[config.mk]
export PLATFORM = sky130hd
export DESIGN_NAME = retransmit_timeout_estimator_top
export DESIGN_NICKNAME = d
export VERILOG_FILES = /design/src/hw/rtl/rte_pkg.sv /design/src/hw/rtl/rte_datapath.sv /design/src/hw/rtl/retransmit_timeout_estimator_top.sv
export SDC_FILE = /design/constraint.sdc
export NUM_CORES = 2
export LEC_CHECK = 0
export BUFFER_PORTS_ARGS = -buffer_cell sky130_fd_sc_hd__buf_2
export CORE_MARGIN = 10
export CORE_UTILIZATION = 55
export DETAILED_ROUTE_END_ITERATION = 10
export GPL_TIMING_DRIVEN = 0
export PLACE_DENSITY_LB_ADDON = 0.08
export SLEW_MARGIN = 20
export SYNTH_ARGS = -nofsm -noshare
export SYNTH_HDL_FRONTEND = slang
export SYNTH_HIERARCHICAL = 1
export SYNTH_SLANG_ARGS = --single-unit
[constraint.sdc]
create_clock -name clk -period 14.05 [get_ports clk]
set_input_delay 2.1075 -clock clk [delete_from_list [all_inputs] [get_ports clk]]
set_output_delay 2.1075 -clock clk [all_outputs]
set_load 0.005 [all_outputs]
[src/hw/rtl/rte_pkg.sv]
// Shared types, constants and helper functions for the retransmit timeout estimator.
// No dependencies; every other file of the block imports this package.
`timescale 1ns / 1ps

package rte_pkg;

	// Fixed-point layout of the estimates: 32 integer bits, 4 fraction bits.
	localparam int FracBits = 4;
	localparam int AccW     = 32 + FracBits;
	// Width of srtt + 4*rttvar after the fraction is dropped.
	localparam int WideW    = AccW - FracBits + 3;

	// Configuration register indexes.
	localparam int CfgIdxW = 3;
	typedef enum logic [CfgIdxW-1:0] {
		CFG_INITIAL_TIMEOUT = 3'd0,
		CFG_RTO_MIN         = 3'd1,
		CFG_RTO_MAX         = 3'd2,
		CFG_ALPHA_SHIFT     = 3'd3,
		CFG_BETA_SHIFT      = 3'd4
	} cfg_idx_t;

	// Reset values of the configuration registers.
	localparam logic [31:0] RstInitialTimeout = 32'd1000000;
	localparam logic [31:0] RstRtoMin         = 32'd100000;
	localparam logic [31:0] RstRtoMax         = 32'd60000000;
	localparam logic [2:0]  RstAlphaShift     = 3'd3;
	localparam logic [2:0]  RstBetaShift      = 3'd2;

	// Item kinds.
	localparam logic KindSample  = 1'b0;
	localparam logic KindBackoff = 1'b1;

	// Input beat.
	typedef struct packed {
		logic        kind;
		logic [31:0] rtt_us;
	} sample_t;

	// Result beat.
	typedef struct packed {
		logic [31:0] timeout;
		logic [31:0] smoothed_rtt;
	} result_t;

	// Settings the datapath needs for each item.
	typedef struct packed {
		logic [31:0] rto_min;
		logic [31:0] rto_max;
		logic [2:0]  alpha_shift;
		logic [2:0]  beta_shift;
	} est_cfg_t;

	// Estimator state.
	typedef struct packed {
		logic [AccW-1:0] srtt;
		logic [AccW-1:0] rttvar;
		logic [31:0]     rto;
	} est_state_t;

	// Lower clamp first, then upper, so rto_max wins when the bounds cross.
	function automatic logic [31:0] clamp_rto(input logic [WideW-1:0] wide,
	                                          input logic [31:0] lo,
	                                          input logic [31:0] hi);
		logic [WideW-1:0] v;
		v = wide;
		if (v < WideW'(lo)) v = WideW'(lo);
		if (v > WideW'(hi)) v = WideW'(hi);
		return v[31:0];
	endfunction

	// Timeout right after loading the initial estimate: srtt + 4*rttvar = 3 * initial.
	function automatic logic [31:0] initial_rto(input logic [31:0] init,
	                                            input logic [31:0] lo,
	                                            input logic [31:0] hi);
		logic [WideW-1:0] wide;
		wide = WideW'(init) + (WideW'(init) << 1);
		return clamp_rto(wide, lo, hi);
	endfunction

endpackage

[src/hw/rtl/rte_datapath.sv]
// Single-pass update of the RTT estimates and the timeout for one item.
// Depends on rte_pkg for the state, settings and payload types.
`timescale 1ns / 1ps

module rte_datapath import rte_pkg::*; (
	input  sample_t    item,
	input  est_cfg_t   cfg,
	input  est_state_t cur,
	output est_state_t nxt
);

	logic [AccW-1:0]  sample_fx;
	logic [AccW-1:0]  diff;
	logic [AccW:0]    rttvar_sum;
	logic [AccW:0]    srtt_sum;
	logic [AccW-1:0]  rttvar_new;
	logic [AccW-1:0]  srtt_new;
	logic [WideW+FracBits-1:0] est_sum;
	logic [WideW-1:0] est_wide;
	logic [WideW-1:0] backoff_wide;

	// Absolute distance between the old smoothed RTT and the sample.
	assign sample_fx = {item.rtt_us, {FracBits{1'b0}}};
	assign diff = (cur.srtt >= sample_fx) ? (cur.srtt - sample_fx) : (sample_fx - cur.srtt);

	// acc - (acc >> shift) + (target >> shift); the result always fits the accumulator.
	assign rttvar_sum = {1'b0, cur.rttvar} - {1'b0, cur.rttvar >> cfg.beta_shift}
	                  + {1'b0, diff >> cfg.beta_shift};
	assign srtt_sum   = {1'b0, cur.srtt} - {1'b0, cur.srtt >> cfg.alpha_shift}
	                  + {1'b0, sample_fx >> cfg.alpha_shift};
	assign rttvar_new = rttvar_sum[AccW-1:0];
	assign srtt_new   = srtt_sum[AccW-1:0];

	// Timeout from the new estimates, fraction truncated, then clamped.
	assign est_sum  = (WideW+FracBits)'(srtt_new) + ((WideW+FracBits)'(rttvar_new) << 2);
	assign est_wide = est_sum[WideW+FracBits-1:FracBits];

	// Backoff doubles the current timeout.
	assign backoff_wide = WideW'(cur.rto) << 1;

	// Select the update by item kind.
	always_comb begin
		nxt = cur;
		if (item.kind == KindSample) begin
			nxt.srtt   = srtt_new;
			nxt.rttvar = rttvar_new;
			nxt.rto    = clamp_rto(est_wide, cfg.rto_min, cfg.rto_max);
		end else begin
			nxt.rto    = clamp_rto(backoff_wide, cfg.rto_min, cfg.rto_max);
		end
	end

endmodule

[src/hw/rtl/retransmit_timeout_estimator_top.sv]
// Top level of the retransmit timeout estimator: input stage, state, result register.
// Depends on rte_pkg and rte_datapath.
`timescale 1ns / 1ps
//
// Channel    Handshake                 Payload
// sample     sample_valid/stall        sample_data  (sample_t: kind, rtt_us)
// result     result_valid/stall        result_data  (result_t: timeout, smoothed_rtt)
// cfg        cfg_valid/cfg_ready       cfg_index, cfg_data
//
// One beat is accepted every cycle while sample_stall is low; its result is registered
// behind the input stage; the estimate loop through the datapath sets that rate.
// arst_n clears the valid flags and loads the reset estimates: srtt 1 s, rttvar 0.5 s, 3 s.
// A stalled result holds in place; the input stage still takes one more beat behind it.
// cfg_ready is always high; writes are expected only while no beat is in flight.

module retransmit_timeout_estimator_top import rte_pkg::*; (
	input  logic               clk,
	input  logic               arst_n,
	input  logic               sample_valid,
	output logic               sample_stall,
	input  sample_t            sample_data,
	output logic               result_valid,
	input  logic               result_stall,
	output result_t            result_data,
	input  logic               cfg_valid,
	output logic               cfg_ready,
	input  logic [CfgIdxW-1:0] cfg_index,
	input  logic [31:0]        cfg_data
);

	localparam logic [31:0] RstRto = initial_rto(RstInitialTimeout, RstRtoMin, RstRtoMax);

	sample_t    item_s1;
	logic       valid_s1;
	result_t    result_q;
	logic       result_v_q;
	est_cfg_t   cfg_q;
	est_state_t state_q;
	est_state_t state_nxt;
	logic       accept;
	logic       advance;
	logic       cfg_we;

	// Handshake control.
	assign advance      = valid_s1 && (!result_v_q || !result_stall);
	assign sample_stall = valid_s1 && result_v_q && result_stall;
	assign accept       = sample_valid && !sample_stall;
	assign cfg_ready    = 1'b1;
	assign cfg_we       = cfg_valid && cfg_ready;

	assign result_valid = result_v_q;
	assign result_data  = result_q;

	// Input stage.
	always_ff @(posedge clk or negedge arst_n) begin
		if (!arst_n) begin
			valid_s1 <= 1'b0;
		end else begin
			valid_s1 <= accept || (valid_s1 && !advance);
		end
	end

	always_ff @(posedge clk) begin
		if (accept) begin
			item_s1 <= sample_data;
		end
	end

	// Update of estimates and timeout.
	rte_datapath u_datapath (
		.item (item_s1),
		.cfg  (cfg_q),
		.cur  (state_q),
		.nxt  (state_nxt)
	);

	// Configuration registers and estimator state.
	always_ff @(posedge clk or negedge arst_n) begin
		if (!arst_n) begin
			cfg_q.rto_min     <= RstRtoMin;
			cfg_q.rto_max     <= RstRtoMax;
			cfg_q.alpha_shift <= RstAlphaShift;
			cfg_q.beta_shift  <= RstBetaShift;
			state_q.srtt      <= {RstInitialTimeout, {FracBits{1'b0}}};
			state_q.rttvar    <= {1'b0, RstInitialTimeout, {(FracBits-1){1'b0}}};
			state_q.rto       <= RstRto;
		end else if (cfg_we) begin
			case (cfg_index)
				CFG_INITIAL_TIMEOUT: begin
					state_q.srtt   <= {cfg_data, {FracBits{1'b0}}};
					state_q.rttvar <= {1'b0, cfg_data, {(FracBits-1){1'b0}}};
					state_q.rto    <= initial_rto(cfg_data, cfg_q.rto_min, cfg_q.rto_max);
				end
				CFG_RTO_MIN:     cfg_q.rto_min     <= cfg_data;
				CFG_RTO_MAX:     cfg_q.rto_max     <= cfg_data;
				CFG_ALPHA_SHIFT: cfg_q.alpha_shift <= cfg_data[2:0];
				CFG_BETA_SHIFT:  cfg_q.beta_shift  <= cfg_data[2:0];
				default: ;
			endcase
		end else if (advance) begin
			state_q <= state_nxt;
		end
	end

	// Result register.
	always_ff @(posedge clk or negedge arst_n) begin
		if (!arst_n) begin
			result_v_q <= 1'b0;
		end else begin
			result_v_q <= advance || (result_v_q && result_stall);
		end
	end

	always_ff @(posedge clk) begin
		if (advance) begin
			result_q.timeout      <= state_nxt.rto;
			result_q.smoothed_rtt <= state_nxt.srtt[AccW-1:FracBits];
		end
	end

endmodule

After elaboration in Yosys (flattened, before gate mapping):

Index checks and enable logic that the tools add are counted.

* add/subtract/negate cells: 8
* $mul: 0
* divide/modulo/power cells: 0
* magnitude comparators: 7
* equality and inequality tests: 6
* shift operators: 4
* muxes and demuxes: 16
* bitwise operators: 0
* reductions and logical operators: 21

Operator list (number)
* $mux 104: 3
* $mux 35: 5
* $shr 36x3->36: 4
* $sub 36x36->36: 4
* $mux 32: 4
* $gt 35x32->1: 3
* $add 36x36->36: 2
* $mux 72: 1
* $add 36x38->39: 1
* $ge 36x36->1: 1
* $mux 36: 1
* $lt 35x32->1: 1
* $add 32x33->34: 1
* $lt 34x32->1: 1
* $mux 34: 1
* $lt 33x32->1: 1
* $mux 33: 1
* $reduce_and 2->1: 5
* $eq 3x2->1 const B: 2
* $logic_and 1x1->1: 6
* $logic_not 1->1: 4
* $eq 3x1->1 const B: 1
* $eq 3x3->1 const B: 1
* $logic_not 3->1: 1
* 5 further kinds: 7

* register bits after elaboration: 273
* bits in latches: 0
* RAM bits: 0
* bits in read-only memories: 0
* bits of input ports: 73
* logic and storage cells: 76
* memories kept: 0

Longest topological paths before layout:

* depth after elaboration: 13
* depth in mapped cells: 72

Hierarchy:

Netlist, hierarchy kept.

Modules (own cells, without submodules)
* rte_datapath: times used 1, cells each 2741, area an instance 20788.7 µm²
* retransmit_timeout_estimator_top: times used 1, cells each 1518, area an instance 15421.0 µm²

Worst setup path after synthesis:

Ideal clock, no wire load.

* kind: register to register
* start: register state_q[72] (netlist name)
* end: register state_q[31] (netlist name)
* library setup time: 136 ps
* arrival time: 12867 ps
* slack: 1047 ps
* stages on the path, launching flop included: 69
* path buffers: 5
* path through: dfrtp_1 > inv_1 > ha_1 > inv_1 > fa_1 > a211oi_4 > nor4b_4 > o311ai_4 > a31oi_4 > nor2_4 > buf_1 > buf_2 > a21oi_1 > xnor2_1 > mux2_2 > mux2i_1 > mux2i_1 > fa_1 > [33 not listed] > ha_1 > a21o_1 > a21oi_1 > nor2b_1 > o21ai_0 > a21oi_1 > o31ai_1 > o21ai_0 > o21ai_0 > and3_1 > clkbuf_1 > clkbuf_1 > a211oi_1 > a221o_1 > or3_1 > o21ai_0 > o21bai_1 > o311ai_1

RTL lines
* start, declared: RTL line retransmit_timeout_estimator_top.sv:38 `est_state_t state_q;`
* start signal, assigned: RTL line retransmit_timeout_estimator_top.sv:101 `state_q <= state_nxt;`

==> metrics.md <==
| Metric | Value |
|---|---|
| I/O Pins | `140` |
| Iter 0 DRT Violations | `roughly 4800` |
| Initial antenna violation count | `6` |
| Skew final | `roughly 0.034 ns` |
| Chip height | `approximately 280 um` |
| Xor and xnor area share after synthesis | `between 3 and 4%` |
| Crit path max-delay family | `simple AND/OR/NAND/NOR gates` |
| Layout cells sized above 1 | `between 10% and 20%` |
| Buffers on Ports | `roughly 140` |
| First-pass iteration count of the detailed router | `6` |
| Worst-Skew Late Latency | `a little over 0.6 ns` |
| Max cap viols | `0` |
| Slowest CP cell | `mux4_2` |
| Largest net degree at the start of global routing | `between 90 and 100` |
| Seq/Total Area, Yosys | `20.4%` |
| Final non-filler cell area | `slightly above 40000 sq um` |
| Crit path kind | `flip-flop to flip-flop` |
| Grt total ovfl | `0` |
| Die area | `about 76000 sq um` |
| Mapped Avg Cell Area | `8.50 sq um` |
| Core Area | `between 60000 and 70000 sq um` |
| Critical path peak fanout | `10` |
| Worst path bufs/invs | `9` |
| TritonCTS Buffers | `37` |
| Mux share of post-synthesis cell area | `between 10% and 20%` |
| Clk slew on worst S/H paths | `~0.060 ns` |
| Max-slew violation count | `0` |
| DIE WIDTH | `roughly 280 um` |
| Post-synth EDFFs | `slightly below 100` |
| WL per Instance | `slightly below 30 um` |
| RSZ-0062 raised after global routing | `true` |
| HP Class | `flip-flop to flip-flop` |
| Most frequent cells in the layout | `388 x nand2_1, 371 x ha_1, 346 x inv_1, 335 x o21ai_0, 283 x a21oi_1` |
| Nets@finish | `5054` |
| Final setup viols | `0` |
| Fmax | `roughly 72 MHz` |
| Final hold violations | `0` |
| Root Buffer | `clkbuf_16` |
| Routability cong. | `about 1.1` |
| Synthesized-area fraction occupied by adder cells | `~17%` |
| First-pass GRT wire length | `about 230 mm` |
| Via Count | `36700` |
| Post-synth net total | `4794` |
| Row count | `94` |
| Crit start category | `flip-flop` |
| Commonest non-fill, non-tap cell in the layout | `nand2_1` |
| Tightest Pin Transition | `about 1.1 ns` |
| Synth Area in Compound Gates | `about a quarter` |
| Final Non-Filler Cells | `between 5000 and 6000` |
| Async set-reset flop share out of synthesis | `between 60 and 70%` |
| Main combinational cell family by area after synthesis | `compound AO/OA/AOI/OAI gates` |
| Place WS | `-3.34 ns` |
| Clock Tree Buf Depth | `3` |
| Total track usage | `39.2%` |
| Max-Slew Margin vs Limit | `a little over a quarter` |
| Placed insts | `around 5300` |
| Yosys reg bits | `273` |
| Vias in the first global route | `~35000` |
| Multi-input gate area | `approximately 28000 sq um` |
| Total Wirelength | `158 mm` |
| Synth-to-layout area growth | `13.9%` |
| Status | `finished, final reports clean` |
| Filler cells | `between 5000 and 6000` |
| H-tree depth | `2` |
| Worst Path Arrival | `between 10 and 15 ns` |
| Syn Std Cell Area | `roughly 36000 sq um` |
| Synth Instances | `about 4300` |
| Placed Area | `38100 sq um` |
| Setup ws final | `roughly 0.24 ns` |
| Post-synthesis cell type count | `around 110` |
| CTS tree | `yes` |
| Tmin final | `roughly 14 ns` |
| Post-Synth Simple-Gate Area | `around 14%` |
| Max incr delay on CP | `a little under 0.5 ns` |
| CP Capture Type | `flip-flop` |
| CP required | `14.49 ns` |
| Final Cycle Share | `a little under 100%` |
| HPWL Detailed | `between 100 and 150 mm` |
| Ys Warns | `6` |
| Initial Utilization | `55.3%` |
| Vias/cell | `about 6.8` |
| FF/Latch Area | `around 7400 sq um` |
| Top_reg_cell synth | `dfrtp_1` |
| CTS Sinks | `roughly 270` |
| DRC | `0` |
| Post-DRT Antenna Nets | `0` |
[cells by family after synthesis]
kind of cell / count (synthesis)
XOR/XNOR: 141
AO/OA/AOI/OAI: 1353
flip-flops: 273
adder cells (fa/ha/maj): 462
buffers and inverters: 584
multiplexers: 402
other: 1
AND/OR/NAND/NOR: 1043
[path summary, 6_finish.rpt]
path | startpoint | to | slack [ns] | cells past startpoint
max in group asynchronous | arst_n | cfg_q[29]$_DFFE_PN1P_ | 11.52 | 2
min in group asynchronous | arst_n | state_q[32]$_DFFE_PN0P_ | 1.48 | 1
max reg2reg | item_s1[21]$_DFFE_PP_ | state_q[25]$_DFFE_PN0P_ | 0.24 | 60
max | item_s1[21]$_DFFE_PP_ | state_q[25]$_DFFE_PN0P_ | 0.24 | 60
min reg2reg | state_q[70]$_DFFE_PN0P_ | state_q[70]$_DFFE_PN0P_ | 0.49 | 2
min | state_q[70]$_DFFE_PN0P_ | state_q[70]$_DFFE_PN0P_ | 0.49 | 2
[through the flow]
stage	TNS [ns]	hold slack, ns	util, %
after global placement	-181.24	0.458	58.0
final	0	0.493	62.9
after CTS	0	0.493	61.3
after global routing	-0.755	0.512	62.9
after floorplan	0	0.448	-
after detailed placement	-180.78	0.478	58.1
[state kept, by name, indices dropped and copies added, names as in the netlist]
signal / cells
cfg_q: 70
item_s1: 33
result_data: 64
result_valid: 1
state_q: 104
valid_s1: 1
[repair_timing]
action | in CTS | in global routing
cloned | 0 | 2
resized for setup | 122 | 150
setup endpoints to repair | 64 | 64
hold buffers | 0 | 0
setup buffers | 34 | 46
pin swaps | 28 | 56
[layer usage]
layer	vias to the layer above	track usage, %	routed length (um)
met5	-	0	55
met4	8	29.8	14000
met3	569	8.03	15500
met2	2378	61.0	69400
met1	17500	47.2	58800
li1	16200	-	-
[synthesized netlist by cell type, types with 18 or more instances]
cell | number | area [sq um]
nand2_1 | 391 | 1470
ha_1 | 390 | 4880
o21ai_0 | 354 | 1770
inv_1 | 351 | 1320
a21oi_1 | 306 | 1530
mux2i_1 | 214 | 2140
nor2_1 | 201 | 754
clkbuf_1 | 158 | 593
a21o_1 | 136 | 1020
dfrtp_1 | 133 | 3330
mux2_2 | 125 | 1410
xnor2_1 | 101 | 885
edfxtp_1 | 97 | 2910
a211oi_1 | 86 | 646
nor3_1 | 73 | 365
fa_1 | 72 | 1440
nand3_1 | 69 | 345
nand4_1 | 64 | 400
o21a_1 | 56 | 420
and2_1 | 49 | 307
mux4_2 | 49 | 1100
dfstp_2 | 43 | 1130
nand2b_1 | 40 | 250
nor2b_1 | 39 | 244
xor2_1 | 39 | 342
o21bai_1 | 38 | 285
o31ai_1 | 36 | 270
o211a_1 | 34 | 340
o41ai_1 | 32 | 280
buf_1 | 30 | 113
o211ai_1 | 30 | 225
a31oi_1 | 28 | 175
buf_2 | 24 | 120
a211o_1 | 23 | 201
and3_1 | 23 | 144
or3_1 | 22 | 138
a311o_1 | 18 | 180
[worst reg2reg max path: cells and delay by family (launching register included)]
| kind | cells | cell delay [ns] |
|---|---|---|
| adder cells (fa/ha/maj) | 6 | 2.25 |
| flip-flops | 1 | 0.47 |
| multiplexers | 3 | 0.91 |
| XOR/XNOR | 3 | 0.73 |
| AND/OR/NAND/NOR | 22 | 4.36 |
| AO/OA/AOI/OAI | 17 | 3.39 |
| buffers and inverters | 9 | 1.58 |
[area by class of cell]
cell class / instances / share of cell area (%)
well taps: 864 / 2.62
diodes: 4 / 0.0243
clock buffers: 50 / 2.49
clock inverters: 18 / 0.452
inverters: 354 / 3.22
multi-input cells: 3402 / 67.1
flip-flops and latches: 273 / 17.9
plain buffers: 228 / 2.72
repair buffers: 223 / 3.48
Power is not shown: default switching activity piles up to over one toggle a cycle in this logic, so the estimate is an artifact.
